[config.mk]
export PLATFORM = sky130hd
export DESIGN_NAME = albdu_back
export DESIGN_NICKNAME = d
export VERILOG_FILES = /design/src/rtl/core/albdu_pkg.sv /design/src/rtl/core/albdu_back.sv
export SDC_FILE = /design/constraint.sdc
export NUM_CORES = 2
export LEC_CHECK = 0
export BUFFER_PORTS_ARGS = -buffer_cell sky130_fd_sc_hd__buf_4
export CORE_MARGIN = 10
export CORE_UTILIZATION = 50
export CTS_BUF_LIST = sky130_fd_sc_hd__clkbuf_4 sky130_fd_sc_hd__clkbuf_8 sky130_fd_sc_hd__clkbuf_16
export CTS_CLUSTER_DIAMETER = 30
export DETAILED_ROUTE_END_ITERATION = 8
export PLACE_DENSITY_LB_ADDON = 0.25
export SYNTH_ARGS = -nofsm -noshare
export SYNTH_HDL_FRONTEND = slang
export SYNTH_SLANG_ARGS = --single-unit
export TNS_END_PERCENT = 10
[constraint.sdc]
create_clock -name clk -period 14.8 [get_ports clk]
set_input_delay 0.74 -clock clk [delete_from_list [all_inputs] [get_ports clk]]
set_output_delay 0.74 -clock clk [all_outputs]
set_load 0.02 [all_outputs]
[src/rtl/core/albdu_pkg.sv]
`timescale 1ns / 1ps
package albdu_pkg;

	// stream widths
	localparam int S_TDATA_W = 120;
	localparam int M_TDATA_W = 48;
	localparam int CFG_IDX_W = 3;
	localparam int CFG_DAT_W = 16;

	// configuration register indexes
	localparam logic [CFG_IDX_W-1:0] CFG_BARE    = 3'd0;
	localparam logic [CFG_IDX_W-1:0] CFG_FRESH   = 3'd1;
	localparam logic [CFG_IDX_W-1:0] CFG_SOUTH   = 3'd2;
	localparam logic [CFG_IDX_W-1:0] CFG_USE_OBS = 3'd3;
	localparam logic [CFG_IDX_W-1:0] CFG_IPD     = 3'd4;

	// configuration reset values
	localparam logic [15:0] BARE_RST  = 16'd11141;
	localparam logic [15:0] FRESH_RST = 16'd55705;
	localparam logic [8:0]  IPD_RST   = 9'd24;

	// saturation limits
	localparam logic [19:0] SUM_MAX = 20'hFFFFF;
	localparam logic [7:0]  AGE_MAX = 8'hFF;

	// snow water thresholds (0.1 mm)
	localparam logic [15:0] SWE_SNOW = 16'd50;
	localparam logic [15:0] SWE_DEEP = 16'd600;
	localparam logic [19:0] SUM_MIN  = 20'd25;

	// smallest q0.16 albedo above 0.65
	localparam logic [15:0] ALB_065 = 16'd42599;

	// albedo decrements in q0.16
	localparam logic [12:0] DEC_MELT    = 13'd4653;
	localparam logic [12:0] DEC_DEEP_HI = 13'd983;
	localparam logic [12:0] DEC_DEEP_LO = 13'd66;
	localparam logic [12:0] DEC_FRESH   = 13'd3277;
	localparam logic [12:0] DEC_SUMMER  = 13'd1311;
	localparam logic [12:0] DEC_COLD    = 13'd393;

	// net radiation constants
	localparam logic [9:0]  RAD_GAIN = 10'd522;
	localparam logic [21:0] RAD_RND  = 22'd3276800;
	localparam logic [8:0]  QNC_OFS  = 9'd371;

	// reciprocals floor(2^32 / d)
	localparam logic [25:0] RCP_100 = 26'd42949672;
	localparam logic [25:0] RCP_125 = 26'd34359738;

	// item classes decided by the front
	typedef enum logic [1:0] {
		CLS_INIT,
		CLS_ACCUM,
		CLS_DAY_END,
		CLS_DROP
	} cls_t;

	typedef struct packed {
		cls_t               cls;
		logic               new_day;
		logic [5:0]         unit;
		logic [8:0]         day;
		logic [15:0]        swe;
		logic [15:0]        fall;
		logic               new_snow;
		logic signed [13:0] tmax;
		logic signed [13:0] tmin;
		logic [15:0]        rad;
		logic [15:0]        obs;
	} cmd_t;

	typedef struct packed {
		logic [15:0] bare;
		logic [15:0] fresh;
		logic        south;
		logic        use_obs;
		logic [8:0]  ipd;
	} cfg_t;

	// per unit state, albedo in the low bits
	typedef struct packed {
		logic [7:0]  age;
		logic [19:0] sum;
		logic        melt;
		logic        winter;
		logic [15:0] albedo;
	} st_t;

	localparam int ST_W = $bits(st_t);

endpackage

[src/rtl/core/albdu_back.sv]
`timescale 1ns / 1ps
module albdu_back #(
	parameter int NUM_UNITS = 64
) (
	input  logic                                             clk,
	input  logic                                             arst_n,
	input  albdu_pkg::cfg_t                                  cfg,
	input  logic                                             q_valid,
	input  albdu_pkg::cmd_t                                  q_cmd,
	output logic                                             pop,
	output logic                                             rd_en,
	output logic [((NUM_UNITS > 1) ? $clog2(NUM_UNITS) : 1)-1:0] rd_addr,
	input  logic [albdu_pkg::ST_W-1:0]                       rd_data,
	output logic                                             wr_en,
	output logic [((NUM_UNITS > 1) ? $clog2(NUM_UNITS) : 1)-1:0] wr_addr,
	output logic [albdu_pkg::ST_W-1:0]                       wr_data,
	output logic                                             m_valid,
	input  logic                                             m_ready,
	output albdu_pkg::st_t                                   m_res
);
	import albdu_pkg::*;

	localparam int AW = (NUM_UNITS > 1) ? $clog2(NUM_UNITS) : 1;

	typedef enum logic [2:0] {
		ST_IDLE,
		ST_C1,
		ST_C2,
		ST_C3,
		ST_C4,
		ST_DONE
	} state_t;

	state_t state_q;
	logic   m_valid_q;

	// working registers
	cmd_t               cmd_q;
	st_t                pre_q;
	logic [15:0]        a0_q;
	logic               w0_q;
	logic [7:0]         age_q;
	logic [19:0]        sum_q;
	logic [32:0]        m1_q;
	logic [26:0]        y_q;
	logic [13:0]        qsa_q;
	logic [20:0]        qa_q;
	logic [13:0]        qs_q;
	logic [20:0]        v_q;
	logic signed [21:0] qnc_q;
	logic [14:0]        va_q;
	st_t                res_q;

	// first stage signals
	st_t         st_rd;
	logic [20:0] sum_add;
	logic [19:0] sum_n;
	logic        season;
	logic        snow_in;
	logic [15:0] a0;
	logic        w0;
	logic [7:0]  age_n;
	logic [32:0] m1;
	st_t         pre;

	// divider stage signals
	logic [42:0] p_rad;
	logic [45:0] qsa_prod;
	logic [52:0] qa_prod;
	logic [20:0] rs_try;
	logic [13:0] qs;
	logic [6:0]  rs;
	logic [27:0] rq;
	logic [20:0] q_fix;
	logic [46:0] va_prod;

	// final stage signals
	logic [21:0]        rv;
	logic [14:0]        vq;
	logic [28:0]        inc;
	logic [28:0]        a_sum;
	logic               mc;
	logic               cold;
	logic               w1;
	logic               melt1;
	logic signed [19:0] tmax_x10;
	logic signed [19:0] mt_lim;
	logic [12:0]        dr;
	logic [12:0]        dec;
	logic [15:0]        a1;
	logic signed [17:0] a2;
	logic signed [17:0] a3;
	st_t                fin;
	st_t                done_res;
	logic               fire;

	assign st_rd   = st_t'(rd_data);
	assign pop     = (state_q == ST_IDLE) && q_valid;
	assign rd_en   = pop;
	assign rd_addr = AW'(q_cmd.unit);
	assign fire    = (state_q == ST_DONE) && (!m_valid_q || m_ready);
	assign m_valid = m_valid_q;
	assign m_res   = res_q;

	// first stage: sum, season, age and radiation product
	always_comb begin
		sum_add = 21'(st_rd.sum) + 21'(cmd_q.fall);
		if (cmd_q.new_day) begin
			sum_n = 20'(cmd_q.fall);
		end else if (sum_add > 21'(SUM_MAX)) begin
			sum_n = SUM_MAX;
		end else begin
			sum_n = sum_add[19:0];
		end

		if (cfg.south) begin
			season = (cmd_q.day > 9'd117) && (cmd_q.day < 9'd185);
		end else begin
			season = (cmd_q.day > 9'd300) || (cmd_q.day < 9'd2);
		end
		snow_in = (cmd_q.swe > SWE_SNOW);
		a0      = (season && snow_in) ? cfg.fresh : st_rd.albedo;
		w0      = (season && snow_in) ? 1'b1 : st_rd.winter;

		if (cmd_q.new_snow) begin
			age_n = '0;
		end else if (st_rd.age < AGE_MAX) begin
			age_n = st_rd.age + 8'd1;
		end else begin
			age_n = st_rd.age;
		end

		m1 = 33'(cmd_q.rad) * (33'(17'h10000) - 33'(a0));

		// results that need no day end work
		pre = '0;
		case (cmd_q.cls)
			CLS_INIT: begin
				pre.albedo = snow_in ? cfg.fresh : cfg.bare;
				pre.winter = snow_in;
			end
			CLS_ACCUM: begin
				pre     = st_rd;
				pre.sum = sum_n;
			end
			default: pre = '0;
		endcase
	end

	// divider stages by reciprocal and one correction
	always_comb begin
		p_rad    = 43'(m1_q) * 43'(RAD_GAIN) + 43'(RAD_RND);
		qsa_prod = 46'(sum_q) * 46'(RCP_125);
		qa_prod  = 53'(y_q) * 53'(RCP_100);

		rs_try = 21'(sum_q) - 21'(qsa_q) * 21'd125;
		if (rs_try >= 21'd125) begin
			qs = qsa_q + 14'd1;
			rs = 7'(rs_try - 21'd125);
		end else begin
			qs = qsa_q;
			rs = 7'(rs_try);
		end

		rq = 28'(y_q) - 28'(qa_q) * 28'd100;
		q_fix   = (rq >= 28'd100) ? qa_q + 21'd1 : qa_q;
		va_prod = 47'(v_q) * 47'(RCP_125);
	end

	// final stage: melt test, albedo aging and limits
	always_comb begin
		rv  = 22'(v_q) - 22'(va_q) * 22'd125;
		vq  = (rv >= 22'd125) ? va_q + 15'd1 : va_q;
		inc = 29'(qs_q) * 29'd16384 + 29'(vq);

		tmax_x10 = 20'(cmd_q.tmax) * 20'sd10;
		mt_lim   = 20'sd6690 - 20'sd64 * $signed({11'd0, cmd_q.day});
		mc = (cmd_q.tmin > -14'sd400) ||
			((qnc_q > 22'sd1000) && (cmd_q.tmax > 14'sd0)) ||
			((tmax_x10 > mt_lim) && (qnc_q > -22'sd500));
		cold  = (cmd_q.tmax < -14'sd600) && (qnc_q < 22'sd1000);
		w1    = w0_q || cold;
		melt1 = cold && mc;

		if (cmd_q.swe > SWE_DEEP) begin
			dr = (a0_q >= ALB_065) ? DEC_DEEP_HI : DEC_DEEP_LO;
		end else begin
			dr = DEC_MELT;
		end

		a_sum = 29'(a0_q) + inc;
		if (sum_q > SUM_MIN) begin
			a1 = (a_sum > 29'(cfg.fresh)) ? cfg.fresh : a_sum[15:0];
		end else begin
			a1 = a0_q;
		end

		if (!w1) begin
			dec = DEC_SUMMER;
		end else if (age_q < 8'd3) begin
			dec = DEC_FRESH;
		end else if (mc) begin
			dec = dr;
		end else if (a1 >= ALB_065) begin
			dec = DEC_COLD;
		end else begin
			dec = '0;
		end

		if (cfg.use_obs) begin
			a2 = $signed({2'd0, cmd_q.obs});
		end else begin
			a2 = $signed({2'd0, a1}) - $signed({5'd0, dec});
		end

		fin     = '0;
		fin.sum = sum_q;
		fin.age = age_q;
		if (cmd_q.swe == 16'd0) begin
			a3         = $signed({2'd0, cfg.bare});
			fin.winter = 1'b0;
			fin.melt   = 1'b0;
		end else if (!w1) begin
			a3         = (a2 < $signed({2'd0, cfg.bare})) ? $signed({2'd0, cfg.bare}) : a2;
			fin.winter = 1'b0;
			fin.melt   = 1'b1;
		end else begin
			a3         = a2;
			fin.winter = 1'b1;
			fin.melt   = melt1;
		end
		fin.albedo = (a3 < 18'sd0) ? 16'd0 : a3[15:0];

		done_res = (cmd_q.cls == CLS_DAY_END) ? fin : pre_q;
	end

	// state write back on the final cycle
	assign wr_en   = fire && (cmd_q.cls != CLS_DROP);
	assign wr_addr = AW'(cmd_q.unit);
	assign wr_data = done_res;

	// sequencer and output valid
	always_ff @(posedge clk or negedge arst_n) begin
		if (!arst_n) begin
			state_q   <= ST_IDLE;
			m_valid_q <= 1'b0;
		end else begin
			if (fire) begin
				m_valid_q <= 1'b1;
			end else if (m_ready) begin
				m_valid_q <= 1'b0;
			end
			unique case (state_q)
				ST_IDLE: if (q_valid) state_q <= ST_C1;
				ST_C1:   state_q <= (cmd_q.cls == CLS_DAY_END) ? ST_C2 : ST_DONE;
				ST_C2:   state_q <= ST_C3;
				ST_C3:   state_q <= ST_C4;
				ST_C4:   state_q <= ST_DONE;
				ST_DONE: if (fire) state_q <= ST_IDLE;
				default: state_q <= ST_IDLE;
			endcase
		end
	end

	// datapath registers
	always_ff @(posedge clk) begin
		if (pop) begin
			cmd_q <= q_cmd;
		end
		if (state_q == ST_C1) begin
			pre_q <= pre;
			a0_q  <= a0;
			w0_q  <= w0;
			age_q <= age_n;
			sum_q <= sum_n;
			m1_q  <= m1;
		end
		if (state_q == ST_C2) begin
			y_q   <= p_rad[42:16];
			qsa_q <= qsa_prod[45:32];
		end
		if (state_q == ST_C3) begin
			qa_q <= qa_prod[52:32];
			qs_q <= qs;
			v_q  <= 21'(rs) * 21'd16384 + 21'd62;
		end
		if (state_q == ST_C4) begin
			qnc_q <= $signed({1'b0, q_fix}) - $signed({13'd0, QNC_OFS});
			va_q  <= va_prod[46:32];
		end
		if (fire) begin
			res_q <= done_res;
		end
	end
endmodule

# Yosys cells after proc, flatten, opt, wreduce, memory -nomap -nowiden
# Cells that the tools add are included.
# totals
regBits	419
in_bits	204
out_inout_bits	108
# op_classes
add_sub_neg	17
n_mul	9
magnitude_cmp	25
eq_ne	10
n_mux	33
n_reduce_logical	20
# op_table
operator	count
2-to-1 mux 16 bit	5
2-to-1 mux 18 bit	4
2-to-1 mux 13 bit	4
multiplier 27 x 23 -> 50 bit (second input constant)	1
multiplier 21 x 25 -> 46 bit (second input constant)	1
2-to-1 mux 46 bit	1
multiplier 20 x 25 -> 45 bit (second input constant)	1
adder 43 x 22 -> 43 bit (second input constant)	1
multiplier 33 x 9 -> 42 bit (second input constant)	1
2-to-1 mux 20 bit	2
case mux 17 bit (2 select lines)	1
multiplier 17 x 18 -> 33 bit	1
>= comparator 16 bit (second input constant)	2
adder 16 x 29 -> 29 bit	1
adder 28 x 15 -> 29 bit	1
greater-than comparator 29 x 16 -> 1 bit	1
>= comparator 28 x 7 -> 1 bit (second input constant)	1
subtractor 27 x 28 -> 28 bit	1
multiplier 21 x 5 -> 26 bit (second input constant)	1
>= comparator 22 x 7 -> 1 bit (second input constant)	1
greater-than comparator 22 x 10 -> 1 bit (second input constant)	1
greater-than comparator 22 x 11 -> 1 bit (second input constant)	1
less-than comparator 22 x 11 -> 1 bit (second input constant)	1
multiplier 15 x 7 -> 22 bit (second input constant)	1
other kinds (57)	78

# Longest topological paths before layout
# depth
ltp_word	23
ltp_mapped	76
ltp_nobuf	71

# Worst setup path after synthesis
# No wires, ideal clock.
# synth_path
kind	reg-to-output
from	reg va_q[3]
to	out wr_data[12] (netlist name)
t_arrival_ns	15.287
setup_slack_ns	-1.227
stages_incl_launch_ff	71
path_buffers	4
cell_sequence	edfxtp_1 > inv_1 > fa_1 > ha_1 > inv_1 > fa_1 > fa_1 > inv_1 > ha_1 > a21oi_1 > o21bai_1 > a21o_1 > a211oi_1 > o21ai_0 > a311o_1 > or3b_2 > a22oi_1 > nand4_1 > [... 35 more ...] > a21boi_0 > o21ai_0 > a21oi_1 > nor3_1 > nand2_1 > xnor2_1 > o21ai_0 > ha_1 > a21oi_1 > or3b_2 > a311oi_1 > ha_1 > a21o_1 > clkbuf_1 > clkbuf_1 > nand2_1 > o21ai_0 > o21ai_0
# synth_via
elab_chain_cells	23
# synth_lines
item	line_no	text
start, declared	albdu_back.sv:51	logic [14:0] va_q;
start signal, assigned	albdu_back.sv:289	va_q <= va_prod[46:32];
multiplier 15 x 7 -> 22 bit	albdu_back.sv:172	rv = 22'(v_q) - 22'(va_q) * 22'd125;
subtractor 21 x 22 -> 22 bit	albdu_back.sv:172	
>= comparator 22 x 7 -> 1 bit	albdu_back.sv:173	vq = (rv >= 22'd125) ? va_q + 15'd1 : va_q;
2-to-1 mux 15 bit (*)	albdu_back.sv:173	
adder 28 x 15 -> 29 bit (*)	albdu_back.sv:174	inc = 29'(qs_q) * 29'd16384 + 29'(vq);
adder 16 x 29 -> 29 bit (*)	albdu_back.sv:191	a_sum = 29'(a0_q) + inc;
greater-than comparator 29 x 16 -> 1 bit	albdu_back.sv:193	a1 = (a_sum > 29'(cfg.fresh)) ? cfg.fresh : a_sum[15:0];
2-to-1 mux 16 bit (*)	albdu_back.sv:193	
[... 7 more ...]	n/a	
2-to-1 mux 18 bit (*)	albdu_back.sv:210	if (cfg.use_obs) begin
less-than comparator 18 x 17 -> 1 bit	albdu_back.sv:224	a3 = (a2 < $signed({2'd0, cfg.bare})) ? $signed({2'd0, cfg.bare}) : a2;
2-to-1 mux 18 bit	albdu_back.sv:224	
2-to-1 mux 18 bit (*)	albdu_back.sv:223	end else if (!w1) begin
2-to-1 mux 18 bit (*)	albdu_back.sv:219	if (cmd_q.swe == 16'd0) begin
less-than comparator 18 x 1 -> 1 bit	albdu_back.sv:232	fin.albedo = (a3 < 18'sd0) ? 16'd0 : a3[15:0];
2-to-1 mux 16 bit (*)	albdu_back.sv:232	
2-to-1 mux 46 bit (*)	albdu_back.sv:234	done_res = (cmd_q.cls == CLS_DAY_END) ? fin : pre_q;
end, declared	albdu_back.sv:16	output logic [albdu_pkg::ST_W-1:0] wr_data,
# Every way passes the cells marked *; elsewhere a longest branch is shown, timed or not.

# Final worst setup path
# layout_path
from	reg va_q[4]
to	out wr_data[0] (netlist name)
# The elaborated chain is that of the path after synthesis.

==> flow_summary_export.csv <==
group,metric,value,unit
min_path,hp-class,"primary input to register",
yosys,synth_simple_gate_area_share,10.55,%
routing,vias,49477,
timing,report.final.slew_viol_count,0,
worst_setup_path,cp_max_fo,8,
yosys,synthMuxAreaShare,0.9576,%
timing,relSlewSlack,27.36,%
outcome,status,"finished, violations left",
yosys,netlist_area,65460,sq um
timing,fin_worst_skew,106.3,ps
placement,dpl-instance-area,71360,sq um
yosys,synth_top_family_by_area,"adder cells",
worst_setup_path,timing.rr.start,"va_q[4]",
timing,worst_slew_pin_slew,1090,ps
die,die_w,381.8,microns
die,die_y,381.8,microns
clock_tree,cts.clk_slew.worst_paths,50,ps
yosys,synth_xor_area_share,3.719,%
grt,grt_pass1_vias,51868,
flow_run,cap_violations,0,
yosys,syn-instance-count,6625,
yosys,ys_types,96,
clock_tree,htreeDepth,3,
clock_tree,cts_buffers,101,
routing,totalWireLength,180.6,mm
clock_tree,clock-root-buffer,"clkbuf_16",
routing,avgViaCountPerCell,5.490,
worst_setup_path,ff2ff_path_depth,69,
worst_setup_path,crit_end,"wr_data[0]",
clock_tree,worstSkewPairLatency,740,ps
placement,port_buffers,302,
worst_setup_path,cp.required,14060,ps
worst_setup_path,slowest_delay,640,ps
die,start_util,50.43,%
timing,post-route-period-util,107.9,%
grt,use_met2,42.12,%
worst_setup_path,path_buf_inv,12,
outcome,violations,"negative setup slack",
yosys,synthFlopType,"edfxtp_1",
worst_setup_path,cp.depth,71,
worst_setup_path,endpoint_kind,"primary output",
grt,antenna_found_initial,4,
die,core_area,129800,sq um
timing,whs,178.3,ps
yosys,synth_compound_area_share,9.587,%
grt,grt_max_degree,66,
worst_setup_path,r2r-end,"m_res[2]",
worst_setup_path,critPathLaunchType,"register",
yosys,syn_nets,8879,
finish,final_layout_size_suffix_gt1_share,13.63,%
routing,routedWlPerCell,20.03,microns
worst_setup_path,worst_ep_arrival_time,15240,ps
finish,design_area,76320,sq um
yosys,ys_ff_latch,405,
finish,area_growth,16.58,%
die,dieArea,145800,sq um
worst_setup_path,crit_slowest_cell,"or4_4",
placement,post-dp-hpwl,149.6,mm
grt,met1_usage,31.03,%
clock_tree,cts_buffer_depth,3,
yosys,synth-warning-count,0,
yosys,syn_area_per_cell,9.881,sq um
grt,grt_util_all_layers,24.55,%
timing,rsz0062_at_grt,"true",
timing,finalSetupViolations,16,
clock_tree,cts.sinks,405,
yosys,synth_async_sr_flop_share,0.9877,%
routing,post-route-drc-count,0,
grt,grtUsageMet3,4.049,%
routing,antenna_left,0,
clock_tree,cts_tree,"done",
timing,hold_viol_final,0,
grt,grt_overflow,0,
placement,gp_congestion,0.9657,
yosys,synth-adder-area-share,47.98,%
routing,dr.pass1.iters,5,
timing,fin_ws,-1177,ps
timing,fmax,62.59,MHz
die,rows,132,
timing,fin_crit,15980,ps
worst_setup_path,path_class,"register to primary output",
grt,globalRoute.busiestLayer,"met2",
worst_setup_path,cpMostUsedCell,"o21a_1",
grt,grt_pass1_wl,284.3,mm
worst_setup_path,r2r_slack,230,ps
worst_setup_path,cp_top_family,"compound AO/OA/AOI/OAI gates",
die,io_pins,312,
yosys,yosysSeqAreaShare,18.55,%
finish,fin_nets,9442,
routing,drt_iter0_drc,2796,
yosys,synth_edf_count,401,
worst_setup_path,setup.worst_path.start,"va_q[4]",
finish,num_antenna_cells,0,
[worst min path at each step]
stage | start | end | slack (ps) | cells past startpoint
4_1_cts | q_cmd[1] | cmd_q[1] | 120 | 1
3_3_place_gp | arst_n | m_valid | 540 | 1
6_report | q_cmd[13] | cmd_q[13] | 180 | 1
5_1_grt | q_cmd[66] | cmd_q[66] | 140 | 1
2_1_floorplan | arst_n | m_valid | 440 | 0
3_5_place_dp | arst_n | m_valid | 540 | 1
[worst register-to-register path, delay by kind of cell, from the launching register on]
kind	cells	cell delay (ps)
AND/OR/NAND/NOR	15	3130
buffers and inverters	11	1220
AO/OA/AOI/OAI	30	5210
XOR/XNOR	1	190
adder cells (fa/ha/maj)	12	4230
flip-flops	1	410
[placed cells by master (no fill, tap or decap), types with 78 or more instances in the layout]
cell type | synthesis | routed
fa_1 | 766 | 763
a21o_1 | 88 | 87
nor3_1 | 84 | 79
edfxtp_1 | 401 | 401
buf_4 | 13 | 569
nand3_1 | 84 | 82
ha_1 | 1284 | 1267
xnor2_1 | 198 | 196
a21oi_1 | 230 | 217
o21ai_0 | 229 | 188
and2_1 | 169 | 169
inv_1 | 1353 | 1337
nand2_1 | 460 | 455
xor2_1 | 80 | 78
clkbuf_16 | 0 | 102
nor2_1 | 225 | 222
[layout make-up]
type	count	area, sq um
Clock buffer	108	2580
Clock inverter	78	1160
Fill cell	11137	53500
Inverter	1353	5081
Multi-Input combinational cell	4730	48480
Sequential cell	405	12140
Tap cell	1742	2180
Timing Repair Buffer	597	4692
[cell usage after synthesis, types with 84 or more instances]
library cell,instances,area [sq um]
inv_1,1353,5079
nand3_1,84,420.4
xnor2_1,198,1734
a21oi_1,230,1151
nor3_1,84,420.4
clkbuf_1,105,394.1
o21ai_0,229,1146
nor2_1,225,844.6
edfxtp_1,401,12040
and2_1,169,1057
nand2_1,460,1727
a21o_1,88,660.6
ha_1,1284,16070
fa_1,766,15330
[per-stage QoR]
stage	TNS, ps	worst slack [ps]	instances	util [%]
after floorplan	0	6.962	6625	-
after global placement	-16630	-943.6	8778	54.97
after detailed placement	-19380	-1033	8778	54.97
after CTS	-18510	-1209	8995	58.39
after global routing	-32370	-1799	9013	58.79
final	-17780	-1177	9013	58.79
[logic make-up after synthesis]
| family | Yosys count |
|---|---|
| AO/OA/AOI/OAI | 956 |
| XOR/XNOR | 278 |
| adder cells (fa/ha/maj) | 2051 |
| buffers and inverters | 1490 |
| flip-flops | 405 |
| multiplexers | 60 |
| AND/OR/NAND/NOR | 1385 |
[layer usage]
metal	wire, microns	up-vias
li1	-	23296
met1	75780	24397
met2	87560	1408
met3	10430	370
met4	6724	6
met5	46	-
[repair_timing]
action                                  4_1_cts  5_1_grt
endpoints found under the setup margin       32       32
endpoints found under the hold margin         4        0
hold buffers                                  1        0
buffers inserted                             28       17
gates cloned                                  3        1
pin swaps                                    83       77
resized for setup                            90       90
[state kept, by name, indices dropped and copies added (netlist names), 15 cells and up]
name	flops
qa_q	21
sum_q	20
pre_q	46
cmd_q	105
va_q	15
m_res	46
m1_q	33
qnc_q	22
y_q	27
a0_q	16
Power is left out: the tool's default activity adds up to more than one toggle a clock period on the data nets, which glitch-free logic cannot reach.
